<file path="config.mk">
export PLATFORM = sky130hd
export DESIGN_NAME = der_tlv_stream_parser
export DESIGN_NICKNAME = d
export VERILOG_FILES = /design/src/hw/rtl/dtlv_pkg.sv /design/src/hw/rtl/der_tlv_stream_parser.sv
export SDC_FILE = /design/constraint.sdc
export NUM_CORES = 1
export LEC_CHECK = 0
export BUFFER_PORTS_ARGS = -buffer_cell sky130_fd_sc_hd__buf_4
export CORE_UTILIZATION = 41
export CTS_BUF_LIST = sky130_fd_sc_hd__clkbuf_4
export CTS_CLUSTER_DIAMETER = 50
export DETAILED_ROUTE_END_ITERATION = 10
export PLACE_DENSITY_LB_ADDON = 0.05
export SLEW_MARGIN = 25
export SYNTH_ARGS = -nofsm -noshare
export SYNTH_HDL_FRONTEND = slang
export SYNTH_SLANG_ARGS = --single-unit
</file>
<file path="constraint.sdc">
create_clock -name clk_i -period 3.98 [get_ports clk_i]
set_input_delay 0.597 -clock clk_i [delete_from_list [all_inputs] [get_ports clk_i]]
set_output_delay 0.597 -clock clk_i [all_outputs]
set_load 0.01 [all_outputs]
</file>
<file path="src/hw/rtl/dtlv_pkg.sv">
package dtlv_pkg;

  // Longest long-form length field, in bytes
  localparam int unsigned MaxLengthBytes = 7;

  // Width of the length-byte counter, sized to hold MaxLengthBytes
  localparam int unsigned LenCntW = $clog2(MaxLengthBytes + 1);

  // Width of a decoded element length
  localparam int unsigned LenW = 56;

  // Byte roles
  localparam logic [1:0] ROLE_TAG  = 2'd0;
  localparam logic [1:0] ROLE_LEN  = 2'd1;
  localparam logic [1:0] ROLE_VAL  = 2'd2;
  localparam logic [1:0] ROLE_NONE = 2'd3;

  // Status codes
  localparam logic [2:0] ST_OK       = 3'd0;
  localparam logic [2:0] ST_ZERO_TAG = 3'd1;
  localparam logic [2:0] ST_LEN_LONG = 3'd2;
  localparam logic [2:0] ST_TRUNC    = 3'd3;
  localparam logic [2:0] ST_HALTED   = 3'd4;

  // Input kind codes
  localparam logic KIND_DATA = 1'b0;
  localparam logic KIND_EOS  = 1'b1;

  typedef struct packed {
    logic       kind;
    logic [7:0] data_byte;
  } dtlv_in_t;

  typedef struct packed {
    logic [1:0]      byte_role;
    logic [7:0]      byte_out;
    logic [7:0]      element_tag;
    logic [LenW-1:0] element_length;
    logic            element_done;
    logic [2:0]      status;
  } dtlv_out_t;

endpackage

</file>
<file path="src/hw/rtl/der_tlv_stream_parser.sv">
// Byte-serial TLV splitter for a stream of back-to-back tag/length/value elements.
// Input channel: in_valid_i, in_stall_o, in_req_i (kind, data_byte). One request is
// one stream byte or an end-of-stream marker.
// Output channel: out_valid_o, out_stall_i, out_req_o. Every input request yields
// exactly one output request giving the byte's role, the current tag, the decoded
// length so far, an element-complete flag and a status code.
// The result is registered, valid in the cycle after acceptance. Throughput: one
// request per cycle unless stalled; the parser state and the result register both
// update in the cycle a byte is taken, so there is no loop beyond the state update.
// When the receiver stalls, the held result stays in the output register and the
// input is stalled only while that register is full and not being drained.
// Reset clears the parser to expect a tag, with tag, length and counters at zero,
// and empties the output register.
// A zero tag, an over-long length field or an end marker inside an element reports
// an error once; after that every request reports the halted status until reset.
module der_tlv_stream_parser
  import dtlv_pkg::*;
(
  input  logic      clk_i,
  input  logic      rst_ni,
  input  logic      in_valid_i,
  output logic      in_stall_o,
  input  dtlv_in_t  in_req_i,
  output logic      out_valid_o,
  input  logic      out_stall_i,
  output dtlv_out_t out_req_o
);

  // Parser phases
  localparam logic [1:0] PH_TAG  = 2'd0;
  localparam logic [1:0] PH_LEN  = 2'd1;
  localparam logic [1:0] PH_LENX = 2'd2;
  localparam logic [1:0] PH_VAL  = 2'd3;

  logic [1:0]         phase_q, phase_d;
  logic [7:0]         tag_q, tag_d;
  logic [LenW-1:0]    acc_q, acc_d;
  logic [LenCntW-1:0] len_left_q, len_left_d;
  logic [LenW-1:0]    val_left_q, val_left_d;
  logic               halted_q, halted_d;

  logic      out_valid_q;
  dtlv_out_t out_req_q, res;
  logic      in_accept;
  logic [6:0] n_len;

  // Stall input only while a result waits and is not taken
  assign in_stall_o = out_valid_q & out_stall_i;
  assign in_accept  = in_valid_i & ~in_stall_o;
  assign n_len      = in_req_i.data_byte[6:0];

  // Next parser state and result for the offered byte
  always_comb begin
    phase_d    = phase_q;
    tag_d      = tag_q;
    acc_d      = acc_q;
    len_left_d = len_left_q;
    val_left_d = val_left_q;
    halted_d   = halted_q;

    res.byte_role    = ROLE_NONE;
    res.byte_out     = 8'd0;
    res.element_done = 1'b0;
    res.status       = ST_OK;

    if (halted_q) begin
      res.status = ST_HALTED;
    end else if (in_req_i.kind == KIND_EOS) begin
      if (phase_q != PH_TAG) begin
        res.status = ST_TRUNC;
        halted_d   = 1'b1;
      end
    end else begin
      res.byte_out = in_req_i.data_byte;
      unique case (phase_q)
        PH_TAG: begin
          res.byte_role = ROLE_TAG;
          tag_d         = in_req_i.data_byte;
          acc_d         = '0;
          if (in_req_i.data_byte == 8'd0) begin
            res.status = ST_ZERO_TAG;
            halted_d   = 1'b1;
          end else begin
            phase_d = PH_LEN;
          end
        end
        PH_LEN: begin
          res.byte_role = ROLE_LEN;
          if (in_req_i.data_byte[7]) begin
            if (n_len > 7'(MaxLengthBytes)) begin
              res.status = ST_LEN_LONG;
              halted_d   = 1'b1;
            end else if (n_len == 7'd0) begin
              // long form with no length bytes: empty element
              acc_d            = '0;
              res.element_done = 1'b1;
              phase_d          = PH_TAG;
            end else begin
              acc_d      = '0;
              len_left_d = n_len[LenCntW-1:0];
              phase_d    = PH_LENX;
            end
          end else begin
            acc_d = LenW'(n_len);
            if (n_len == 7'd0) begin
              res.element_done = 1'b1;
              phase_d          = PH_TAG;
            end else begin
              val_left_d = LenW'(n_len);
              phase_d    = PH_VAL;
            end
          end
        end
        PH_LENX: begin
          res.byte_role = ROLE_LEN;
          acc_d         = {acc_q[LenW-9:0], in_req_i.data_byte};
          len_left_d    = len_left_q - LenCntW'(1);
          if (len_left_q == LenCntW'(1)) begin
            if (acc_d == '0) begin
              res.element_done = 1'b1;
              phase_d          = PH_TAG;
            end else begin
              val_left_d = acc_d;
              phase_d    = PH_VAL;
            end
          end
        end
        PH_VAL: begin
          res.byte_role = ROLE_VAL;
          val_left_d    = val_left_q - LenW'(1);
          if (val_left_q == LenW'(1)) begin
            res.element_done = 1'b1;
            phase_d          = PH_TAG;
          end
        end
        default: begin
          phase_d = PH_TAG;
        end
      endcase
    end

    res.element_tag    = tag_d;
    res.element_length = acc_d;
  end

  // Advance parser state on each accepted request
  always_ff @(posedge clk_i or negedge rst_ni) begin
    if (!rst_ni) begin
      phase_q    <= PH_TAG;
      tag_q      <= 8'd0;
      acc_q      <= '0;
      len_left_q <= '0;
      val_left_q <= '0;
      halted_q   <= 1'b0;
    end else if (in_accept) begin
      phase_q    <= phase_d;
      tag_q      <= tag_d;
      acc_q      <= acc_d;
      len_left_q <= len_left_d;
      val_left_q <= val_left_d;
      halted_q   <= halted_d;
    end
  end

  // Hold the result until the receiver takes it
  always_ff @(posedge clk_i or negedge rst_ni) begin
    if (!rst_ni) begin
      out_valid_q <= 1'b0;
    end else if (in_accept) begin
      out_valid_q <= 1'b1;
    end else if (!out_stall_i) begin
      out_valid_q <= 1'b0;
    end
  end

  always_ff @(posedge clk_i) begin
    if (in_accept) begin
      out_req_q <= res;
    end
  end

  assign out_valid_o = out_valid_q;
  assign out_req_o   = out_req_q;

  // A completed element never carries an error
  a_done_ok : assert property (@(posedge clk_i) disable iff (!rst_ni)
    (out_valid_o && out_req_o.element_done) |-> (out_req_o.status == ST_OK))
    else $error("element_done with error status");

  // Halt is sticky until reset
  a_halt_sticky : assert property (@(posedge clk_i) disable iff (!rst_ni)
    halted_q |=> halted_q)
    else $error("halted state cleared without reset");

  // Long-form phase always has length bytes pending
  a_lenx_count : assert property (@(posedge clk_i) disable iff (!rst_ni)
    (phase_q == PH_LENX) |-> (len_left_q != '0))
    else $error("long-form length phase with zero bytes left");

  // An unconsumed request passes no byte and completes nothing
  a_none_quiet : assert property (@(posedge clk_i) disable iff (!rst_ni)
    (out_valid_o && out_req_o.byte_role == ROLE_NONE)
      |-> (out_req_o.byte_out == 8'd0 && !out_req_o.element_done))
    else $error("unconsumed request carries data");

endmodule
</file>
==> flow_summary.json, run 1 <==
{
  "critPathMaxFanout": 31,
  "yosys-top-cells-area": "dfrtp_1 (32%), edfxtp_1 (24%), a22o_1 (9.9%)",
  "relSlewSlack_pct": 36.8,
  "ys_seq_area_share_pct": 56.3,
  "ff2ff_setup_slack_ps": 960,
  "m1WireLength_um": 13000,
  "critPathCaptureType": "flop",
  "syn_area_um2": 9800,
  "ctsHtreeMaxLevel": 2,
  "placed_area_um2": 10800,
  "cts_tree": "yes",
  "ant_nets": 0,
  "rsz0062_at_grt": "no",
  "cts_buffer_depth": 3,
  "reg2reg_from": "phase_q[0]",
  "path_class": "flop to flop",
  "place_congestion": 0.873,
  "postCtsResizedCells": 0,
  "drc": 0,
  "cellPowerDensity_nw_per_um2": 478,
  "drv_slew": 0,
  "total_leakage_power_nw": 4.71,
  "io_pins": 93,
  "slowest_stage": "nand3_1",
  "irDropWorstVdd_mv": 0.276,
  "hold_path.class": "input port to flop",
  "yosysMostFrequentCell": "dfrtp_1",
  "wirelength_um": 28400,
  "synth_edf_count": 78,
  "synth_fp_nets": 902,
  "fin_tns_setup_ps": 0,
  "hold_end": "out_valid_o",
  "final-hold-violation-count": 0,
  "coreArea_um2": 23500,
  "ys_warn_count": 0,
  "period_share_pct": 75.9,
  "root_buffer": "clkbuf_4",
  "wl_met3_um": 1830,
  "synth-main-ff-cell": "dfrtp_1",
  "outcome": "completed",
  "drive_gt1_share_pct": 23.5,
  "path_cells": "ha_1, nor3_1, nand3_1, buf_4, a22o_1",
  "syn_avg_cell_area_um2": 11.1,
  "row_count": 56,
  "finClkSkew_ps": 61.6,
  "synth_top_cell_by_area": "dfrtp_1",
  "arrival_ps": 3560,
  "min_period_ps": 3020,
  "grt_max_degree": 82,
  "setup_violations": 0,
  "dp_hpwl_um": 19100,
  "grt_pass1_wl_um": 45300,
  "die_area_um2": 24500,
  "worstHoldStart": "in_valid_i",
  "start_kind": "flop",
  "first_pass_iters": 5,
  "grt_overflow": 0,
  "finalInstanceArea_um2": 11600,
  "nNetsFinal": 1007,
  "path_clk_slew_ps": 60,
  "start_util_pct": 41.7,
  "synthTopCellsByCount": "dfrtp_1 (127), a22o_1 (111), edfxtp_1 (78)",
  "area_growth_pct": 18.1,
  "drv_cap": 0,
  "numCtsBuffers": 55,
  "ff2ff_path_depth": 5,
  "clk_latency_ps": 700,
  "via_per_inst": 5.94,
  "critical-path-max-stage-delay_ps": 780,
  "worst_pin_slew_ps": 944,
  "max_freq_mhz": 331,
  "synth_seq_cells": 205,
  "post_drt_wl_per_cell_um": 21.0,
  "drt_iter0_markers": 672,
  "grt_util_all_layers_pct": 24.0,
  "hold_path_depth": 2,
  "port_buffers": 92,
  "required_ps": 4520,
  "fp.dieH_um": 157,
  "grt_pass1_vias": 8010,
  "dr_wl_met2_um": 13000,
  "dieWidth_um": 157,
  "antenna_found_initial": 1,
  "ys_async_sr_fraction_pct": 62.0,
  "top_layer": "met4",
  "syn_inst": 881,
  "synth_top_area_share_pct": 32.4,
  "yosysUniqueCellTypes": 61,
  "r2r_end": "acc_q[54]",
  "via_count": 8032,
  "cts.sinks": 205
}
## power by group
| group | total [mW] | switching, mW | internal, mW |
|---|---|---|---|
| logic | 0.922 | 0.531 | 0.391 |
| clock network | 1.93 | 0.902 | 1.02 |
| registers | 2.68 | 0.239 | 2.44 |
| total | 5.53 | 1.67 | 3.85 |
## per-stage QoR
stage                     utilization (%)  total power [mW]  cells  worst slack (ps)  hold slack, ps
after floorplan                         -              3.26    881               823             301
after global placement               46.1              3.59   1247              1010             443
after detailed placement             46.1              3.63   1247               950             443
after CTS                            49.2              5.57   1352               994            93.2
after global routing                 49.3              5.84   1353               747            87.6
final                                49.3              5.53   1353               958             145
## layout make-up
type                            count  area, um^2
Tap cell                          319         399
Clock inverter                     21         115
Timing Repair Buffer              112         856
Inverter                           17        63.8
Sequential cell                   205        5520
Multi-Input combinational cell    595        3990
Clock buffer                       83         623
Antenna cell                        1        2.50
Fill cell                        2148       11900
## metal layers
| layer | track usage, % | up-vias |
|---|---|---|
| met5 | 0 | - |
| met4 | 7.70 | 0 |
| met3 | 4.65 | 51 |
| met2 | 36.9 | 283 |
| met1 | 34.1 | 3989 |
| li1 | - | 3709 |
## cell families (layout without fill, tap and decap cells)
logic type               after synthesis  in the layout  synth area share (%)
AND/OR/NAND/NOR                      264            264                  14.3
flip-flops                           205            205                  56.3
other                                  0              1                     0
multiplexers                          26             26                  2.98
buffers and inverters                 81            233                  3.22
AO/OA/AOI/OAI                        297            297                  22.1
adder cells (fa/ha/maj)                8              8                  1.02
## sequential cells by signal, indices dropped and copies added, names as in the netlist
name,cells
acc_q,56
halted_q,1
len_left_q,3
out_req_o,78
out_valid_o,1
phase_q,2
tag_q,8
val_left_q,56
## worst max path at each step
stage	start	end	slack (ps)
3_3_place_gp	in_req_i[8]	acc_q[26]	1010
4_1_cts	val_left_q[33]	phase_q[0]	990
3_5_place_dp	in_req_i[8]	acc_q[26]	950
5_1_grt	phase_q[0]	val_left_q[52]	750
2_1_floorplan	in_valid_i	acc_q[21]	820
6_report	phase_q[0]	acc_q[54]	960
## critical path: cells and delay by family (launching register included)
| kind | cells | cell delay (ps) |
|---|---|---|
| buffers and inverters | 1 | 490 |
| adder cells (fa/ha/maj) | 1 | 240 |
| AND/OR/NAND/NOR | 2 | 1520 |
| AO/OA/AOI/OAI | 1 | 220 |
| flip-flops | 1 | 410 |
## placed cells by master, fill, tap and decap left out, types with 15 or more instances in the layout
cell type	n
dfrtp_1	127
a22o_1	111
buf_4	110
clkbuf_4	83
edfxtp_1	78
o21ai_0	62
nand2_1	58
nor2_1	37
nor3_1	33
nor4_1	32
a21oi_1	30
mux2_2	25
nand3_1	20
inv_1	16
or4_1	16
nand4_1	15
clkinv_1	15
a22oi_1	15
## repair_timing
action	4_1_cts	5_1_grt
setup buffers	0	0
hold buffers	1	0
hold endpoints to repair	10	0
Power figures use the tool's default switching activity.
==> inputs of run 2 (changes only) <==
ABC_AREA = 1   (was unset)
clock period = 3 ns   (was 3.98 ns; I/O delays follow)
==> run 2 against run 1 <==
  * Clock power rose by 34%
  * Maximum frequency rose by 21%
  * Flip-flop and latch count did not move
  * Via count rose by 17%
  * Die area rose by 9.8%
  * Synthesized cell count rose by 57%
  * Final cell count rose by 38%
  * Critical path type unchanged
==> flow_summary.json, run 2 <==
{
  "outcome": "completed",
  "grt_max_degree": 199,
  "grt_pass1_wl_um": 50100,
  "path_cells": "inv_1, ha_2, buf_4, inv_1, o21ai_0, nand2_1, o22ai_1, nand2_1, o21ai_0",
  "startpoint": "phase_q[0]",
  "syn_inst": 1381,
  "critPathBufInv": 3,
  "drv_slew": 0,
  "total_leakage_power_nw": 5.75,
  "root_buffer": "clkbuf_4",
  "grt_overflow": 0,
  "ys_async_sr_fraction_pct": 62.0,
  "cts.sinks": 205,
  "clk_latency_ps": 690,
  "r2r_end": "acc_q[5]",
  "slowest_stage": "ha_2",
  "synth-main-ff-cell": "dfrtp_1",
  "wirelength_um": 31500,
  "synth_seq_cells": 205,
  "start_util_pct": 42.3,
  "seq_power_share_pct": 49.8,
  "reg2reg_from": "phase_q[0]",
  "hold_path_depth": 3,
  "drv_cap": 0,
  "ys_seq_area_share_pct": 51.2,
  "fin_tns_setup_ps": 0,
  "synth_fp_nets": 1402,
  "final_util_pct": 49.0,
  "port_buffers": 92,
  "finClkSkew_ps": 41.8,
  "yosysUniqueCellTypes": 36,
  "numCtsBuffers": 54,
  "min_period_ps": 2510,
  "net-switching-power_mw": 1.95,
  "cts_tree": "yes",
  "largest_reg_flops": 78,
  "critPathCaptureType": "flop",
  "pwr-share-clk_pct": 36.9,
  "setup_violations": 0,
  "hold_end": "len_left_q[1]",
  "critPathMaxFanout": 33,
  "synthTopCellsByCount": "nand2_1 (453), nor2_1 (179), inv_1 (135)",
  "grt_util_all_layers_pct": 24.3,
  "drt_iter0_markers": 772,
  "synth_edf_count": 78,
  "path_clk_slew_ps": 70,
  "final-hold-violation-count": 0,
  "yosysMostFrequentCell": "nand2_1",
  "ff2ff_setup_slack_ps": 490,
  "synth_top_cell_by_area": "dfrtp_1",
  "die_area_um2": 26900,
  "ff2ff_path_depth": 9,
  "syn_avg_cell_area_um2": 7.80,
  "internal-power_mw": 5.05,
  "hold_path.class": "input port to flop",
  "grt_pass1_vias": 9070,
  "coreArea_um2": 25500,
  "start_kind": "flop",
  "nNetsFinal": 1515,
  "ys_warn_count": 0,
  "drc": 0,
  "first_pass_iters": 5,
  "cellPowerDensity_nw_per_um2": 560,
  "synth_top_area_share_pct": 29.5,
  "drive_gt1_share_pct": 16.8,
  "period_share_pct": 83.6,
  "netSwitchingFraction_pct": 27.9,
  "required_ps": 3580,
  "syn_area_um2": 10800,
  "ctsHtreeMaxLevel": 2,
  "relSlewSlack_pct": 44.2,
  "via_per_inst": 5.04,
  "via_count": 9427,
  "yosys-top-cells-area": "dfrtp_1 (29%), edfxtp_1 (22%), nand2_1 (16%)",
  "worstHoldStart": "in_req_i[1]",
  "path_class": "flop to flop",
  "place_congestion": 0.936,
  "dp_hpwl_um": 22200,
  "antenna_found_initial": 1,
  "dieWidth_um": 164,
  "fp.dieH_um": 164,
  "worst_pin_slew_ps": 836,
  "post_drt_wl_per_cell_um": 16.8,
  "mostFrequentLayoutCell": "nand2_1",
  "layout_common_cells": "nand2_1 (453), nor2_1 (179), inv_1 (135)",
  "ant_nets": 0,
  "postCtsResizedCells": 0,
  "io_pins": 93,
  "max_freq_mhz": 399,
  "critical-path-max-stage-delay_ps": 580,
  "irDropWorstVdd_mv": 0.307,
  "cts_buffer_depth": 3,
  "arrival_ps": 3090,
  "area_growth_pct": 15.9,
  "rsz0062_at_grt": "no",
  "cp_top_family": "buffers and inverters",
  "power_frac_comb_pct": 13.3,
  "row_count": 58
}
[run 2: changes by cell type after synthesis, moves of 45 or more]
| cell | before | now |
|---|---|---|
| a22o_1 | 111 | 0 |
| o22ai_1 | 8 | 61 |
| nand2_1 | 59 | 453 |
| inv_1 | 16 | 135 |
| o21ai_0 | 62 | 107 |
| nor2_1 | 37 | 179 |
[run 2: cell families (layout without fill, tap and decap cells)]
kind of cell	after synthesis	in the layout	synth area share, %
flip-flops	205	205	51.2
AND/OR/NAND/NOR	749	749	28.5
other	0	1	0
AO/OA/AOI/OAI	225	225	11.6
buffers and inverters	193	351	7.66
adder cells (fa/ha/maj)	8	8	0.929
XOR/XNOR	1	1	0.0813
[run 2: layout make-up]
cell class                      count  area [um^2]
Fill cell                        2567        13000
Sequential cell                   205         5520
Multi-Input combinational cell    983         4440
Timing Repair Buffer              108          841
Clock buffer                       93          698
Inverter                          142          543
Tap cell                          330          413
Clock inverter                      8         35.0
Antenna cell                        1         2.50
[run 2: per-stage QoR]
| stage | instance area (um^2) | power, mW | std cells | worst slack (ps) | hold WS (ps) |
|---|---|---|---|---|---|
| floorplan | 10800 | 4.04 | 1381 | 519 | 154 |
| global placement | 11700 | 4.46 | 1766 | 658 | 442 |
| detailed placement | 11700 | 4.47 | 1766 | 517 | 440 |
| CTS | 12500 | 7.10 | 1869 | 503 | 79.3 |
| global route | 12500 | 7.38 | 1870 | 248 | 156 |
| finish | 12500 | 7.00 | 1870 | 493 | 144 |
[run 2: power by group through the flow]
stage | Sequential (mW) | Combinational (mW) | Clock [mW]
after global routing | 3.52 | 1.05 | 2.81
after detailed placement | 3.54 | 0.932 | 0
after floorplan | 3.54 | 0.497 | 0
final | 3.48 | 0.929 | 2.58
after CTS | 3.49 | 0.943 | 2.67
after global placement | 3.54 | 0.916 | 0
[run 2: worst reg2reg max path: stages, from the launching register on]
cell     delay, ps
dfrtp_1        400
inv_1          110
ha_2           580
buf_4          440
inv_1          140
o21ai_0        100
nand2_1        200
o22ai_1        280
nand2_1         80
o21ai_0        100
[run 2: what timing repair did]
action	in CTS	in global routing
hold buffers	2	0
buffers inserted	0	0
setup endpoints to repair	0	0
hold endpoints to repair	31	0
[run 2: how the worst max path moves through the flow]
stage,to,slack (ps),cells past startpoint
global route,acc_q[3],250,9
CTS,acc_q[4],500,9
floorplan,out_req_o[0],520,5
global placement,acc_q[2],660,9
finish,acc_q[5],490,9
detailed placement,acc_q[5],520,9
[run 2: layer usage]
layer	wire, um	track usage [%]	vias to the layer above
met2	14800	39.3	249
met1	14500	33.6	4390
li1	-	-	4740
met5	0	0	-
met4	668	7.70	0
met3	1490	3.46	48
==> inputs of run 3 (changes only) <==
ABC_AREA = 0   (was 1)
clock period = 2.1 ns   (was 3 ns; I/O delays follow)
==> run 3 against run 2 <==
  * The run now ends with negative setup slack left
  * Die area decreased by 9.0%
  * Maximum frequency increased by 4.1%
  * First-iteration DRC count decreased by 19%
  * Critical endpoint is now val_left_q[49]
  * Critical path type unchanged
  * Count of clock-buffer cells in the layout decreased by 3
==> flow_summary.json, run 3 (same netlist as run 1, synthesis figures left out) <==
{
  "ctsHtreeMaxLevel": 2,
  "worst_pin_slew_ps": 411,
  "relSlewSlack_pct": 72.4,
  "max_freq_mhz": 415,
  "dp.cells": 1459,
  "cts.sinks": 205,
  "final-hold-violation-count": 0,
  "path_cells": "or4_4, nor4_2, nand4_1, or2_4, or4_4, nand3_2",
  "area_growth_pct": 49.1,
  "antenna_found_initial": 1,
  "power_frac_comb_pct": 27.3,
  "row_count": 56,
  "use_met2_pct": 42.9,
  "io_pins": 93,
  "path_clk_slew_ps": 70,
  "via_count": 9388,
  "grt_pass1_vias": 9289,
  "critical-path-max-stage-delay_ps": 580,
  "grt-busiest-layer": "met2",
  "wirelength_um": 34600,
  "coreArea_um2": 23500,
  "pwr-share-clk_pct": 31.6,
  "cts_tree": "yes",
  "rsz0062_at_grt": "yes",
  "net-switching-power_mw": 3.70,
  "post_drt_wl_per_cell_um": 21.6,
  "cts_buffer_depth": 3,
  "numCtsBuffers": 55,
  "dp_hpwl_um": 23600,
  "grt_util_all_layers_pct": 28.2,
  "place_congestion": 0.905,
  "grt_max_degree": 60,
  "start_kind": "flop",
  "cellPowerDensity_nw_per_um2": 819,
  "critPathCaptureType": "flop",
  "irDropWorstVdd_mv": 0.534,
  "ff2ff_path_depth": 6,
  "critPathMaxFanout": 4,
  "mostFrequentLayoutCell": "buf_4",
  "finalInstanceArea_um2": 14600,
  "placed_area_um2": 12600,
  "nNetsFinal": 1254,
  "drc": 0,
  "netSwitchingFraction_pct": 30.9,
  "dieWidth_um": 157,
  "worst_slack_ps": -310,
  "fp.dieH_um": 157,
  "fill_cells": 1943,
  "min_period_ps": 2410,
  "finClkSkew_ps": 53.3,
  "slowest_stage": "or4_4",
  "first_pass_iters": 5,
  "layout_common_cells": "buf_4 (309), dfrtp_1 (126), a22o_1 (111)",
  "ant_nets": 0,
  "drv_slew": 0,
  "arrival_ps": 3050,
  "drv_cap": 0,
  "final_cells": 1600,
  "largest_reg_flops": 78,
  "die_area_um2": 24500,
  "seq_power_share_pct": 41.1,
  "internal-power_mw": 8.27,
  "start_util_pct": 41.7,
  "violations": "negative setup slack",
  "required_ps": 2740,
  "hold_path_depth": 3,
  "grt_overflow": 0,
  "met1_usage_pct": 39.8,
  "total_leakage_power_nw": 6.29,
  "use_met3_pct": 6.12,
  "drt_iter0_markers": 626,
  "grt_pass1_wl_um": 52200,
  "outcome": "finished with violations",
  "drive_gt1_share_pct": 47.4,
  "period_share_pct": 115,
  "root_buffer": "clkbuf_4",
  "crit_top_cell": "or4_4",
  "hold_path.class": "input port to flop",
  "setup_violations": 51,
  "via_per_inst": 5.87,
  "port_buffers": 92,
  "clk_latency_ps": 710,
  "path_class": "flop to flop"
}
## run 3: through the flow
stage	setup TNS (ps)	worst slack [ps]	hold WS, ps	utilization, %	power (mW)
after global routing	-11090	-319	7.00	62.3	12.6
after floorplan	-4940	-385	19.4	-	6.24
final	-6070	-310	55.0	62.3	12.0
after detailed placement	-18840	-348	171	53.8	7.74
after CTS	-11350	-289	2.58	60.2	11.7
after global placement	-15290	-366	168	53.8	7.65
## run 3: critical path, delay by kind of cell, from the launching register on
family | cells | cell delay [ps]
and+or+nand+nor | 6 | 1880
DFF | 1 | 450
## run 3: path summary, 6_finish.rpt
path,start,to,slack [ps]
min,in_req_i[1],acc_q[1],60
min in group asynchronous,rst_ni,val_left_q[37],190
max in group asynchronous,rst_ni,val_left_q[39],1130
max reg2reg,val_left_q[32],val_left_q[49],-310
min reg2reg,acc_q[52],acc_q[52],500
max,val_left_q[32],val_left_q[49],-310
## run 3: per-layer routing
metal | vias up | wire length (um)
met2 | 404 | 15800
met5 | - | 0
met3 | 61 | 2720
li1 | 4209 | -
met1 | 4714 | 15400
met4 | 0 | 743
## run 3: area by class of cell
class / instances / area, um^2 / area share, %
repair buffers: 359 / 3120 / 21.3
inverters: 17 / 63.8 / 0.437
flip-flops and latches: 205 / 5520 / 37.8
multi-input cells: 595 / 4740 / 32.5
clock buffers: 90 / 676 / 4.62
well taps: 319 / 399 / 2.73
clock inverters: 14 / 88.8 / 0.608
diodes: 1 / 2.50 / 0.0171
## run 3: power by group through the flow
| stage | registers (mW) | clock network (mW) | logic (mW) |
|---|---|---|---|
| floorplan | 5.05 | 0 | 1.19 |
| global placement | 4.93 | 0 | 2.72 |
| detailed placement | 4.96 | 0 | 2.79 |
| CTS | 4.89 | 3.87 | 2.98 |
| global route | 4.97 | 4.10 | 3.50 |
| finish | 4.92 | 3.78 | 3.27 |
## run 3: repair_timing
item                       CTS  global route
hold buffers                 6             0
pin swaps                   39            42
setup endpoints to repair  110           106
cloned                       6             2
gates resized for setup    117           110
hold endpoints to repair   130             0
buffers inserted            17            11
